$ cat src/hdl/efjd_pkg.sv
// shared constants, item types and cell command types for the dispatcher
package efjd_pkg;

  localparam int MACHINES = 32;
  localparam int MIDX_W   = (MACHINES > 1) ? $clog2(MACHINES) : 1;
  localparam int CNT_W    = $clog2(MACHINES + 1);

  localparam int MODE_W   = 1;
  localparam int INDEX_W  = 5;
  localparam int DUR_W    = 16;
  localparam int TIME_W   = 32;
  localparam int SUM_W    = TIME_W + 1;
  localparam int COUNT_W  = 6;

  localparam logic [TIME_W-1:0] TIME_MAX = '1;

  localparam logic [MODE_W-1:0] MODE_LOAD     = 1'b0;
  localparam logic [MODE_W-1:0] MODE_DISPATCH = 1'b1;

  typedef struct packed {
    logic [MODE_W-1:0]  mode;
    logic [INDEX_W-1:0] machine_index;
    logic [DUR_W-1:0]   service_time;
  } in_item_t;

  typedef struct packed {
    logic [INDEX_W-1:0] chosen_machine;
    logic [TIME_W-1:0]  finish_time;
    logic               saturated;
  } out_item_t;

  // running minimum handed from cell to cell
  typedef struct packed {
    logic              vld;
    logic [CNT_W-1:0]  left;
    logic [SUM_W-1:0]  sum;
    logic [MIDX_W-1:0] idx;
  } token_t;

  // broadcast write command to all cells
  typedef struct packed {
    logic              load_en;
    logic              commit_en;
    logic [MIDX_W-1:0] idx;
    logic [DUR_W-1:0]  dur;
    logic [TIME_W-1:0] finish;
  } cell_cmd_t;

endpackage

$ cat src/hdl/efjd_cell.sv
// one machine cell: holds service and busy-until time, updates the running minimum
module efjd_cell (
  input  logic                      clk_i,
  input  logic                      rst_ni,
  input  logic [efjd_pkg::MIDX_W-1:0] cell_idx_i,
  input  efjd_pkg::cell_cmd_t       cmd_i,
  input  efjd_pkg::token_t          tok_i,
  output efjd_pkg::token_t          tok_o
);
  import efjd_pkg::*;

  logic [DUR_W-1:0]  dur_q;
  logic [TIME_W-1:0] busy_q;
  logic [SUM_W-1:0]  my_sum;
  logic              part;
  logic              take;
  token_t            tok_d;
  token_t            tok_q;

  assign my_sum = {1'b0, busy_q} + {{(SUM_W-DUR_W){1'b0}}, dur_q};
  assign part   = tok_i.vld && (tok_i.left != '0);
  assign take   = part && (my_sum < tok_i.sum);

  always_comb begin
    tok_d      = tok_i;
    tok_d.left = part ? tok_i.left - 1'b1 : tok_i.left;
    if (take) begin
      tok_d.sum = my_sum;
      tok_d.idx = cell_idx_i;
    end
  end

  always_ff @(posedge clk_i or negedge rst_ni) begin
    if (!rst_ni) begin
      tok_q <= '0;
    end else begin
      tok_q <= tok_d;
    end
  end

  always_ff @(posedge clk_i or negedge rst_ni) begin
    if (!rst_ni) begin
      dur_q  <= '0;
      busy_q <= '0;
    end else if (cmd_i.idx == cell_idx_i) begin
      if (cmd_i.load_en) begin
        dur_q  <= cmd_i.dur;
        busy_q <= '0;
      end else if (cmd_i.commit_en) begin
        busy_q <= cmd_i.finish;
      end
    end
  end

  assign tok_o = tok_q;

endmodule
$ cat config.mk
export PLATFORM = sky130hd
export DESIGN_NAME = efjd_cell
export DESIGN_NICKNAME = d
export VERILOG_FILES = /design/src/hdl/efjd_pkg.sv /design/src/hdl/efjd_cell.sv
export SDC_FILE = /design/constraint.sdc
export NUM_CORES = 1
export LEC_CHECK = 0
export BUFFER_PORTS_ARGS = -buffer_cell sky130_fd_sc_hd__buf_4
export CORE_ASPECT_RATIO = 0.75
export CORE_MARGIN = 8
export CORE_UTILIZATION = 35
export DETAILED_ROUTE_END_ITERATION = 7
export HOLD_SLACK_MARGIN = 0.08
export SETUP_SLACK_MARGIN = 0.05
export SKIP_LAST_GASP = 1
export SLEW_MARGIN = 30
export SYNTH_ARGS = -nofsm -noshare
export SYNTH_HDL_FRONTEND = slang
export SYNTH_SLANG_ARGS = --single-unit
export TNS_END_PERCENT = 5
$ cat constraint.sdc
create_clock -name clk_i -period 8.8 [get_ports clk_i]
set_input_delay 1.32 -clock clk_i [delete_from_list [all_inputs] [get_ports clk_i]]
set_output_delay 1.32 -clock clk_i [all_outputs]
set_load 0.005 [all_outputs]
* Word level (Yosys, flattened, before mapping)
Cells that the tools add are included.
Storage, ports and cells: flip-flop bits (word level) 93, latch bits 0, RAM bits 0, ROM bits 0, input bits 107, output and inout bits 45, logic and storage cells 20, memories kept 0
Cells by class: $add $sub $neg 2, multiply operators 0, divide/modulo/power cells 0, $lt $le $gt $ge 1, equal/unequal tests 1, shifts and indexed selects 0, multiplexer cells 4, bitwise gates (word level) 0, reduce and logical (&&, ||, !) cells 6
Operator list (number):
- two-way mux 32 bit | 2
- two-way mux 38 bit | 1
- adder 32 x 16 -> 33 bit | 1
- less-than comparator 33 bit | 1
- two-way mux 6 bit | 1
- nonzero test 6 bit | 1
- subtractor 6 x 1 -> 6 bit (second input constant) | 1
- == test 5 bit | 1
- AND reduction 2 bit | 2
- logical AND 1 bit | 2
- nonzero test 2 bit | 1

* Depth between registers and ports, before layout
Gate-level depths: netlist (run 1).
depth after elaboration 4, depth in mapped cells 18, gate-level depth less buffers 16

* Worst setup path after synthesis (run 1)
Ideal clock, no wire load.
path type register to register, start reg dur_q[0], end reg tok_q (netlist bit tok_o[17]), library setup time 125 ps, data arrival time 3921 ps, data required time 8675 ps, setup slack 4754 ps, cell stages (with the launch flop) 17, buffers on the path 2, clock period less this slack 4046 ps, cell sequence dfrtp_1 > ha_1 > fa_1 > a21oi_1 > o21ai_0 > a211o_1 > a21boi_2 > nor3_1 > xor2_1 > ha_1 > nand4_1 > nor4_1 > a211oi_1 > o41ai_1 > buf_6 > buf_6 > mux2_4
RTL lines:
- from (decl) | RTL line efjd_cell.sv:12 | logic [DUR_W-1:0] dur_q;
- from (signal assigned) | RTL line efjd_cell.sv:47 | dur_q <= cmd_i.dur;
- to (signal assigned) | RTL line efjd_cell.sv:37 | tok_q <= tok_d;
- to (decl) | RTL line efjd_cell.sv:18 | token_t tok_q;

==> metrics, run 1 <==
first-pass GRT wire length 24.4 mm; CP top delay family compound AO/OA/AOI/OAI gates; hold path startpoint busy_q[4]; leakage power 3.69 nW; area share of the leading cell type in the synthesized netlist 42.5%; dominant combinational cell family by area after synthesis compound AO/OA/AOI/OAI gates; initial antenna violation count 0; Critical Path, Cell by Cell ha_1, fa_1, a21oi_1, o21ai_0, a211o_1, a21boi_2, nor3_1, xor2_1, ha_1, nand4_1, nor4_1, a211oi_1, o41ai_2, buf_4, mux2_1; area overhead of the layout relative to synthesis 30.6%; Synth Area in Compound Gates 13.9%; worst hold path endpoint busy_q[4]; CTS tree built; Routability Congestion 0.829; final design instance area without fill 7150 um2; Vias 4271; Most common cell on crit path sky130_fd_sc_hd__ha_1; proportion of layout cells with a drive suffix above 1 32.3%; Synthesis Warnings 0; largest voltage drop on the vdd net 100 uV; Slowest Stage Delay on Critical Path 0.57 ns; CTS clock-pin slew for the worst setup and hold paths 0.07 ns; post-synth cell types 43; quantity of I/O buffers inserted on ports 151; final worst-path cycle share 53.8%; startpoint of the worst-slack reg-to-reg timing path dur_q[0]; maximum number of pins on one net before global-route repair 50; aggregate global-route resource usage 15.2%; Bufs on Longest Clock Path 2; class of the tightest hold or removal check reg2reg; capturing point of the worst reg2reg path tok_o[12]; Crit path buffers/inverters 1; count of flip-flops with a built-in enable after synthesis 0; summed negative setup slack over all endpoints 0 ns; most repeated cell in the gate-level netlist after synthesis sky130_fd_sc_hd__dfrtp_1; syn nets 654; Synth async-reset ratio 100%; Final Max Tran Viols 0; Crit Path Max Fanout 38; parity-gate share of the synthesized area counting xor and xnor cells 6.24%; wire per inst 17.4 um; fin util 46.8%; Register-to-Register Path Depth 15; CP startpoint dur_q[0]; drt first pass iters 5; number of storage elements in the synthesis netlist 93; post-detail-place hpwl 11.7 mm; dominant cell type by area after synthesis sky130_fd_sc_hd__dfrtp_1; detailed-route wire length 14.8 mm; clock tree sinks 93; net total in the final layout 803; RSZ-0062 raised after global routing no; number of buffers created by CTS 9; Chip Width 160 um; Most used DFF post-synth sky130_fd_sc_hd__dfrtp_1; y dimension of the die 124 um; starting density of the core 35.8%; Die ar. 19900 um2; Slew @ Worst Pin 0.727 ns; Core Region 15300 um2; maximum capacitance violations 0; Slowest-stage cell, CP sky130_fd_sc_hd__buf_4; fmax 211 MHz; multiplexer fraction of the synthesized cell area 12.5%; Filler Cell Count 1463; total standard cell area after synthesis 5470 um2; root buffer cell sky130_fd_sc_hd__clkbuf_16; run status finished clean; slack of the worst reg-to-reg path 4.06 ns; clock skew 0.00926 ns; Relative slew margins 51.4%; part of the Yosys area used for sequential elements 42.5%; synthesized-area fraction occupied by and/or/nand/nor cells 8.83%; worst hold path cell count 1; Syn Area/Cell 11.0 um2; top cells by area in the synthesized netlist sky130_fd_sc_hd__dfrtp_1 (43%), sky130_fd_sc_hd__ha_1 (11%), sky130_fd_sc_hd__mux2_4 (5.5%), sky130_fd_sc_hd__a22o_1 (5.1%), sky130_fd_sc_hd__mux2_1 (3.7%); total I/O pin count 152; Critical Path Source Type flip-flop; cell types with the highest counts after synthesis sky130_fd_sc_hd__dfrtp_1 (93), sky130_fd_sc_hd__ha_1 (50), sky130_fd_sc_hd__inv_1 (38); number of inserted diodes 0; vias per cell 5.00; total count of hold-check failures in the final report 0; source-to-sink clock delay at the later pin of the worst-skew pair 0.36 ns; Setup crit end kind flip-flop; DR DRC count 0; type of the worst setup path reg2reg; Detail Route Antenna Nets 0; number of hold buffers added after cts 0; violation count after the first detailed-routing iteration 317; CP Depth 15; number of setup buffers added after CTS 0; Post-Place Cell Area 6810 um2; overall overflow remaining after global route 0; row count 39; H-tree depth 3; count of instances resized after the clock tree is built 0; final critical path time including I/O delays and setup 4.74 ns; Post-Synth Adder-Cell Area 11.8%; power per unit of standard cell area 225 nW/um2; synthesized instance count 496; vias in the first global route 4550; number of setup violations in the final report 0; Required @ worst endpoint 9.04 ns; arrival time at the worst endpoint 4.98 ns
cells in the final DEF, fill, tap and decap left out, types with 4 or more instances in the layout:
cell | synthesis | routed
sky130_fd_sc_hd__a211oi_1 | 4 | 4
sky130_fd_sc_hd__xor2_1 | 17 | 17
sky130_fd_sc_hd__ha_1 | 50 | 50
sky130_fd_sc_hd__inv_1 | 38 | 38
sky130_fd_sc_hd__and2_1 | 5 | 5
sky130_fd_sc_hd__o21ai_0 | 14 | 14
sky130_fd_sc_hd__nor3_1 | 9 | 9
sky130_fd_sc_hd__mux2_1 | 18 | 18
sky130_fd_sc_hd__a21o_1 | 10 | 10
sky130_fd_sc_hd__mux2_2 | 16 | 16
sky130_fd_sc_hd__clkbuf_16 | 0 | 9
sky130_fd_sc_hd__mux2_4 | 20 | 20
sky130_fd_sc_hd__a21oi_1 | 26 | 26
sky130_fd_sc_hd__a22o_1 | 32 | 32
sky130_fd_sc_hd__buf_4 | 0 | 155
sky130_fd_sc_hd__and3_1 | 8 | 8
sky130_fd_sc_hd__nand3_1 | 11 | 11
sky130_fd_sc_hd__dfrtp_1 | 93 | 93
sky130_fd_sc_hd__nor2_1 | 16 | 16
sky130_fd_sc_hd__nand4_1 | 9 | 9
sky130_fd_sc_hd__o21ai_1 | 5 | 4
sky130_fd_sc_hd__xnor2_1 | 22 | 22
sky130_fd_sc_hd__nand2_1 | 23 | 23
cells by family (layout without fill, tap and decap cells):
| logic type | Yosys count | in the layout |
|---|---|---|
| AO/OA/AOI/OAI | 109 | 109 |
| XOR/XNOR | 39 | 39 |
| adder cells (fa/ha/maj) | 51 | 51 |
| buffers and inverters | 55 | 209 |
| flip-flops | 93 | 93 |
| multiplexers | 54 | 54 |
| AND/OR/NAND/NOR | 95 | 95 |
through the flow:
stage               hold WS (ns)  instances  total power, W  setup slack [ns]
floorplan                  0.477        496        0.000947              4.75
global placement           0.495        839         0.00117              4.23
detailed placement         0.497        839         0.00118              4.09
CTS                        0.516        855         0.00163              4.08
global route               0.534        855         0.00172              3.56
finish                     0.513        855         0.00161              4.06
how the worst max path moves through the flow:
stage / to / slack [ns]
2_1_floorplan: tok_o[17] / 4.75
3_3_place_gp: tok_o[16] / 4.23
3_5_place_dp: tok_o[0] / 4.09
4_1_cts: tok_o[0] / 4.08
5_1_grt: tok_o[4] / 3.56
6_report: tok_o[12] / 4.06
state kept, by name (all words and copies together), names as in the netlist:
signal	count
busy_q	32
dur_q	16
tok_o	45
report_power, final:
part | leakage, nW | internal (W) | total (W) | switching, W
Combinational | 2.35 | 0.000306 | 0.000586 | 0.000281
Clock | 0.160 | 0.000259 | 0.000437 | 0.000178
Sequential | 1.18 | 0.000523 | 0.000585 | 0.0000620
layout make-up:
cell class                 instances  area [um2]  share of cell area (%)
clock inverter                     6        93.8                    1.31
inverter                          38         143                    2.00
clock buffer                      10         239                    3.34
sequential                        93        2330                    32.6
multi-input combinational        348        2920                    40.9
tap                              205         256                    3.59
timing repair buffer             155        1160                    16.3
worst register-to-register path: cells and delay by family, from the launching register on:
kind                     cells  cell delay, ns
AO/OA/AOI/OAI                6            1.52
adder cells (fa/ha/maj)      3            0.96
AND/OR/NAND/NOR              3            0.57
buffers and inverters        1            0.57
multiplexers                 1            0.42
flip-flops                   1            0.39
XOR/XNOR                     1            0.18
metal layers:
metal | global-route usage (%) | routed length (um)
met3 | 5.52 | 1200
met4 | 4.28 | 202
met2 | 23.4 | 6590
met1 | 19.8 | 6860
met5 | 0 | 0
No activity file was read; power rests on OpenSTA's default activity.
==> inputs of run 2 (changes only) <==
ABC_AREA = 1   (was not set)
clock period = 4.58 ns   (was 8.8 ns; I/O delays follow)
==> run 2 against run 1 <==
  * Clock power up 84%
  * First-iteration DRC count up 13%
  * Register-to-register slack worse by 3.1 ns
  * Maximum frequency up 32%
==> metrics, run 2 <==
most repeated cell in the gate-level netlist after synthesis sky130_fd_sc_hd__nand2_1; Critical Path Source Type flip-flop; leading cell type in the layout, fill and taps excluded sky130_fd_sc_hd__nand2_1; final design instance area without fill 8060 um2 (+13%); syn nets 1094 (+67%); Crit Path Max Fanout 41 (+7.9%); footprint of the flip-flops and latches 2330 um2 (unchanged); number of setup buffers added after CTS 0 (unchanged); first-pass GRT wire length 30.7 mm (+26%); CTS clock-pin slew for the worst setup and hold paths 0.06 ns (about the same); power per unit of standard cell area 387 nW/um2 (+72%); top cells by area in the synthesized netlist sky130_fd_sc_hd__dfrtp_1 (37%), sky130_fd_sc_hd__nand2_1 (24%), sky130_fd_sc_hd__ha_1 (9.9%), sky130_fd_sc_hd__inv_1 (8.4%), sky130_fd_sc_hd__nand3_1 (5.4%); Syn Area/Cell 6.77 um2 (-39%); Slowest-stage cell, CP sky130_fd_sc_hd__dfrtp_1; number of flip-flops under the largest register name 45 (unchanged); RSZ-0062 raised after global routing no; number of buffers created by CTS 9 (unchanged); DR DRC count 0 (unchanged); Final Max Tran Viols 0 (unchanged); leakage power 4.67 nW (+27%); multi-input logic area 3400 um2 (+16%); area overhead of the layout relative to synthesis 27.2%; CTS tree built; count of instances resized after the clock tree is built 0 (unchanged); Die ar. 22700 um2 (+14%); CP top delay family simple AND/OR/NAND/NOR gates; type of the worst setup path reg2reg; final critical path time including I/O delays and setup 3.59 ns (-1.15 ns); Critical Path, Cell by Cell ha_1, a21oi_1, o21ai_0, nand2_1, or2_2, nand3_1, nand2_1, ha_1, nand2_1, nor2_1, nand3_1, nor2_1, nand2_1, nand3_1, inv_1, nand2_1, buf_4, o21ai_0; maximum capacitance violations 0 (unchanged); clock skew 0.00711 ns (-0.00215 ns); wire per inst 14.2 um (-18%); total I/O pin count 152 (unchanged); post-synth cell types 25 (-42%); vias per cell 4.57 (-8.5%); Crit path buffers/inverters 2 (+1); largest voltage drop on the vdd net 157 uV (+56%); number of hold buffers added after cts 0 (unchanged); Slowest Stage Delay on Critical Path 0.39 ns (-0.18 ns); Vias 6099 (+43%); net total in the final layout 1245 (+55%); H-tree depth 3 (unchanged); Core Region 17700 um2 (+16%); initial antenna violation count 0 (unchanged); total count of hold-check failures in the final report 0 (unchanged); aggregate global-route resource usage 17.1% (+1.8 points); Relative slew margins 57.6% (+6.2 points); Routability Congestion 0.903 (+8.9%); quantity of I/O buffers inserted on ports 151 (unchanged); final non-filler cell total 1334 (+56%); Required @ worst endpoint 4.79 ns (-4.25 ns); part of the Yosys area used for sequential elements 36.7% (-5.8 points); summed negative setup slack over all endpoints 0 ns (unchanged); violation count after the first detailed-routing iteration 359 (+13%); post-detail-place hpwl 15.8 mm (+35%); Setup crit end kind flip-flop; detailed-route wire length 19.0 mm (+28%); total standard cell area after synthesis 6340 um2 (+16%); starting density of the core 35.8% (-0.038 points); Bufs on Longest Clock Path 2 (unchanged); overall overflow remaining after global route 0 (unchanged); run status finished clean; clock tree sinks 93 (unchanged); number of setup violations in the final report 0 (unchanged); maximum number of pins on one net before global-route repair 49 (-2.0%); highest-count cells in the layout ignoring fill and taps sky130_fd_sc_hd__nand2_1 (403), sky130_fd_sc_hd__buf_4 (158), sky130_fd_sc_hd__inv_1 (142); area share of the leading cell type in the synthesized netlist 36.7% (-5.8 points); Most used DFF post-synth sky130_fd_sc_hd__dfrtp_1; y dimension of the die 133 um (+6.6%); Most common cell on crit path sky130_fd_sc_hd__nand2_1; number of storage elements in the synthesis netlist 93 (unchanged); Post-Place Cell Area 7740 um2 (+14%); Filler Cell Count 1878 (+28%); Slew @ Worst Pin 0.636 ns (-0.0914 ns); root buffer cell sky130_fd_sc_hd__clkbuf_16; Detail Route Antenna Nets 0 (unchanged); number of inserted diodes 0 (unchanged); Synthesis Warnings 0 (unchanged); Placed Instances 1318 (+57%); synthesized instance count 936 (+89%); count of flip-flops with a built-in enable after synthesis 0 (unchanged); dominant cell type by area after synthesis sky130_fd_sc_hd__dfrtp_1; source-to-sink clock delay at the later pin of the worst-skew pair 0.35 ns (about the same); Chip Width 171 um (+6.9%); arrival time at the worst endpoint 3.80 ns (-1.18 ns); fmax 278 MHz (+32%); drt first pass iters 5 (unchanged); row count 42 (+7.7%); vias in the first global route 5902 (+30%); cell types with the highest counts after synthesis sky130_fd_sc_hd__nand2_1 (403), sky130_fd_sc_hd__inv_1 (142), sky130_fd_sc_hd__dfrtp_1 (93); proportion of layout cells with a drive suffix above 1 16.6% (-16 points); final worst-path cycle share 78.5% (+25 points); Synth async-reset ratio 100% (unchanged); class of the tightest hold or removal check in2async
run 2: kinds of logic (layout without fill, tap and decap cells):
family	after synthesis	after routing	synth area share [%]
flip-flops	93	93	36.7
AO/OA/AOI/OAI	54	54	4.46
adder cells (fa/ha/maj)	51	51	10.2
buffers and inverters	160	316	9.77
XOR/XNOR	21	21	2.90
AND/OR/NAND/NOR	557	557	35.9
run 2: layer usage:
metal  GRT usage [%]  wire [um]  vias to the layer above
met2            24.3       7430                      178
met1            25.3       9900                     2723
met4            3.66        172                        0
met5               0          0                        -
li1                -          -                     3187
met3            4.25       1480                       11
run 2: where the power goes:
group / internal, W / leakage [nW] / switching, W / total, W
sequential: 0.000990 / 1.19 / 0.000126 / 0.00112
clock: 0.000477 / 0.145 / 0.000327 / 0.000805
combinational: 0.000495 / 3.33 / 0.000705 / 0.00120
run 2: worst register-to-register path: stages, from the launching register on:
cell and delay (ns):
sky130_fd_sc_hd__dfrtp_1 0.39, sky130_fd_sc_hd__ha_1 0.38, sky130_fd_sc_hd__a21oi_1 0.16, sky130_fd_sc_hd__o21ai_0 0.34, sky130_fd_sc_hd__nand2_1 0.15, sky130_fd_sc_hd__or2_2 0.31, sky130_fd_sc_hd__nand3_1 0.07, sky130_fd_sc_hd__nand2_1 0.10
sky130_fd_sc_hd__ha_1 0.30, sky130_fd_sc_hd__nand2_1 0.08, sky130_fd_sc_hd__nor2_1 0.14, sky130_fd_sc_hd__nand3_1 0.09, sky130_fd_sc_hd__nor2_1 0.14, sky130_fd_sc_hd__nand2_1 0.07, sky130_fd_sc_hd__nand3_1 0.11, sky130_fd_sc_hd__inv_1 0.05
sky130_fd_sc_hd__nand2_1 0.05, sky130_fd_sc_hd__buf_4 0.33, sky130_fd_sc_hd__o21ai_0 0.19
run 2: final cells by class:
cell class | instances | share of cell area, %
multi-input combinational | 683 | 42.1
sequential | 93 | 28.9
clock inverter | 6 | 1.09
inverter | 142 | 6.61
timing repair buffer | 158 | 14.7
tap | 242 | 3.76
clock buffer | 10 | 2.84
run 2: through the flow:
stage          hold slack [ns]  total power [W]  setup slack [ns]  util (%)
6_report                 0.337          0.00312             0.987      45.5
3_5_place_dp             0.471          0.00232              1.04      43.7
5_1_grt                  0.385          0.00336             0.595      45.5
3_3_place_gp             0.467          0.00231              1.07      43.7
4_1_cts                  0.358          0.00314              1.01      45.5
2_1_floorplan            0.391          0.00183              1.50         -
run 2: worst paths after layout:
check | startpoint | endpoint | slack (ns) | cells past startpoint
hold reg to reg | dur_q[6] | dur_q[6] | 0.49 | 2
min in group clk_i | dur_q[6] | dur_q[6] | 0.49 | 2
setup / recovery | dur_q[13] | tok_o[32] | 0.99 | 18
max in group asynchronous | rst_ni | busy_q[25] | 3.22 | 2
hold / removal | rst_ni | tok_o[5] | 0.34 | 1
setup reg to reg | dur_q[13] | tok_o[32] | 0.99 | 18
==> inputs of run 3 (changes only) <==
clock period = 2.98 ns   (was 4.58 ns; I/O delays follow)
==> run 3 against run 2 <==
  * Maximum frequency grew 12%
  * Global-route usage increased by 0.91 points
  * The flow now finishes with violations (setup timing)
  * Flip-flop and latch count unchanged
  * Clock skew decreased by 0.0012 ns
  * Clock-buffer cell count down 1
  * Register-to-register slack worse by 1.2 ns
  * Routed wire length up 10%
  * Clock power increased by 59%
==> metrics, run 3 (synthesis gave the netlist of run 2 again) <==
Clock power frac 21.2% (-4.6 points); highest-count cells in the layout ignoring fill and taps sky130_fd_sc_hd__nand2_1 (350), sky130_fd_sc_hd__buf_4 (271), sky130_fd_sc_hd__inv_1 (131); Crit Path Max Fanout 9 (-78%); clock tree sinks 93 (unchanged); Filler Cell Count 1637 (-13%); Switch Pwr 0.00222 W (+92%); number of buffers created by CTS 9 (unchanged); number of setup violations in the final report 38 (+38); number of inserted diodes 0 (unchanged); type of the worst setup path reg2reg; H-tree depth 3 (unchanged); Chip Width 171 um (unchanged); row count 42 (unchanged); Slew @ Worst Pin 0.628 ns (-0.00802 ns); quantity of I/O buffers inserted on ports 151 (unchanged); relative contribution of sequential cells to total power 28.9% (-6.9 points); net total in the final layout 1368 (+9.9%); cell internal power dissipation 0.00381 W (+94%); Setup crit end kind flip-flop; number of hold buffers added after cts 0 (unchanged); Bufs on Longest Clock Path 2 (unchanged); largest voltage drop on the vdd net 307 uV (+95%); leakage power 5.49 nW (+17%); final critical path time including I/O delays and setup 3.22 ns (-0.374 ns); run status finished with violations; violation count after the first detailed-routing iteration 388 (+8.1%); RSZ-0062 raised after global routing yes; proportion of layout cells with a drive suffix above 1 38.0% (+21 points); fmax 311 MHz (+12%); source-to-sink clock delay at the later pin of the worst-skew pair 0.36 ns (about the same); Routability Congestion 0.891 (-1.4%); total count of hold-check failures in the final report 0 (unchanged); starting density of the core 35.8% (unchanged); initial antenna violation count 0 (unchanged); Final Total Pwr 0.00604 W (+93%); class of the tightest hold or removal check in2async; Post-Place Cell Area 8570 um2 (+11%); number of flip-flops under the largest register name 45 (unchanged); post-detail-place hpwl 16.2 mm (+2.6%); root buffer cell sky130_fd_sc_hd__clkbuf_16; DR DRC count 0 (unchanged); area overhead of the layout relative to synthesis 57.1%; Required @ worst endpoint 3.22 ns (-1.57 ns); overall overflow remaining after global route 0 (unchanged); Die ar. 22700 um2 (unchanged); leading cell type in the layout, fill and taps excluded sky130_fd_sc_hd__nand2_1; clock skew 0.00595 ns (-0.00116 ns); vias per cell 4.59 (+0.37%); Relative slew margins 58.0% (+0.43 points); maximum capacitance violations 0 (unchanged); Worst Slack Setup Final -0.239 ns (-1.23 ns); net switching share of the total power 36.8% (-0.29 points); CTS clock-pin slew for the worst setup and hold paths 0.07 ns (about the same); CTS tree built; Post-Place Worst Slack -0.382 ns (-1.42 ns); portion of total power attributed to combinational logic 49.9% (+11 points); power per unit of standard cell area 606 nW/um2 (+57%); total I/O pin count 152 (unchanged); Core Region 17700 um2 (unchanged); Critical Path Source Type flip-flop; Final Max Tran Viols 0 (unchanged); drt first pass iters 5 (unchanged); vias in the first global route 6544 (+11%); first-pass GRT wire length 32.8 mm (+6.9%); wire per inst 14.4 um (+0.89%); final worst-path cycle share 108% (+30 points); Detail Route Antenna Nets 0 (unchanged); fin util 56.2% (+11 points); detailed-route wire length 20.9 mm (+10%); failing checks setup timing; final design instance area without fill 9960 um2 (+23%); maximum number of pins on one net before global-route repair 49 (unchanged); y dimension of the die 133 um (unchanged); arrival time at the worst endpoint 3.46 ns (-0.34 ns); Vias 6686 (+9.6%); aggregate global-route resource usage 18.0% (+0.91 points)
## run 3: changes by cell type in the layout (fill, tap and decap cells not counted), moves of 12 or more
cell	change
sky130_fd_sc_hd__nand2_2	+45
sky130_fd_sc_hd__nor2_1	-21
sky130_fd_sc_hd__nand3_1	-14
sky130_fd_sc_hd__o21ai_0	-12
sky130_fd_sc_hd__ha_4	+26
sky130_fd_sc_hd__nand2_1	-53
sky130_fd_sc_hd__ha_1	-26
sky130_fd_sc_hd__buf_4	+113
sky130_fd_sc_hd__nor2_2	+14
## run 3: power by group through the flow
stage,registers [W],logic [W],clock network [W]
2_1_floorplan,0.00168,0.00114,0
3_3_place_gp,0.00171,0.00232,0
3_5_place_dp,0.00172,0.00235,0
4_1_cts,0.00173,0.00257,0.00130
5_1_grt,0.00178,0.00334,0.00135
6_report,0.00175,0.00301,0.00128
## run 3: cell type report
| class | instances | area, um2 | area share (%) |
|---|---|---|---|
| repair buffers | 281 | 2200 | 22.1 |
| multi-input cells | 683 | 4260 | 42.8 |
| well taps | 242 | 303 | 3.04 |
| clock buffers | 9 | 225 | 2.26 |
| clock inverters | 7 | 97.6 | 0.980 |
| inverters | 142 | 533 | 5.35 |
| flip-flops and latches | 93 | 2330 | 23.4 |
## run 3: path summary, 6_finish.rpt
| check | to | cells after the start | startpoint | slack, ns |
|---|---|---|---|---|
| worst max-delay path | tok_o[31] | 25 | busy_q[13] | -0.24 |
| worst min-delay path | tok_o[7] | 1 | rst_ni | 0.09 |
| worst max register to register | tok_o[31] | 25 | busy_q[13] | -0.24 |
| worst min register to register | busy_q[2] | 2 | busy_q[2] | 0.54 |
| max in group asynchronous | busy_q[26] | 2 | rst_ni | 2.21 |
| min in group clk_i | tok_o[44] | 1 | tok_i[44] | 0.24 |
## run 3: stage by stage
step                cells  setup TNS (ns)  hold slack, ns
finish               1457           -6.00          0.0913
global route         1457          -12.06           0.138
CTS                  1444           -6.40           0.117
detailed placement   1422          -13.02           0.469
global placement     1422          -12.19           0.466
floorplan             936               0           0.151
## run 3: timing repair
item | CTS | global route
resized for setup | 62 | 143
endpoints found under the setup margin | 38 | 38
cloned | 2 | 1
buffers inserted | 4 | 14
pin swaps | 20 | 48
## run 3: routing by layer
metal  vias to the layer above  track usage (%)  part of all wire [%]
met4                         0             3.71                  0.92
met1                      3039             26.1                    50
met5                         -                0                     0
met2                       189             26.8                    42
li1                       3445                -                     -
met3                        13             3.80                   7.1
## run 3: worst max-delay path, cell delays in order (launching register included)
cell and delay (ns):
sky130_fd_sc_hd__dfrtp_1 0.42, sky130_fd_sc_hd__ha_4 0.34, sky130_fd_sc_hd__nand2_4 0.07, sky130_fd_sc_hd__inv_2 0.06
sky130_fd_sc_hd__nand2_1 0.09, sky130_fd_sc_hd__nand2_2 0.08, sky130_fd_sc_hd__buf_4 0.10, sky130_fd_sc_hd__nand2_1 0.04
sky130_fd_sc_hd__nand2_1 0.07, sky130_fd_sc_hd__nand3_1 0.09, sky130_fd_sc_hd__nand2_1 0.08, sky130_fd_sc_hd__nand2_1 0.06
sky130_fd_sc_hd__nand2_2 0.14, sky130_fd_sc_hd__inv_1 0.07, sky130_fd_sc_hd__ha_1 0.32, sky130_fd_sc_hd__nand2_4 0.06
sky130_fd_sc_hd__nor2_2 0.16, sky130_fd_sc_hd__nand3_2 0.09, sky130_fd_sc_hd__nor2_2 0.11, sky130_fd_sc_hd__nand2_1 0.07
sky130_fd_sc_hd__nand3_2 0.11, sky130_fd_sc_hd__inv_2 0.05, sky130_fd_sc_hd__nand2_4 0.10, sky130_fd_sc_hd__buf_6 0.12
sky130_fd_sc_hd__buf_12 0.11, sky130_fd_sc_hd__o21ai_0 0.08
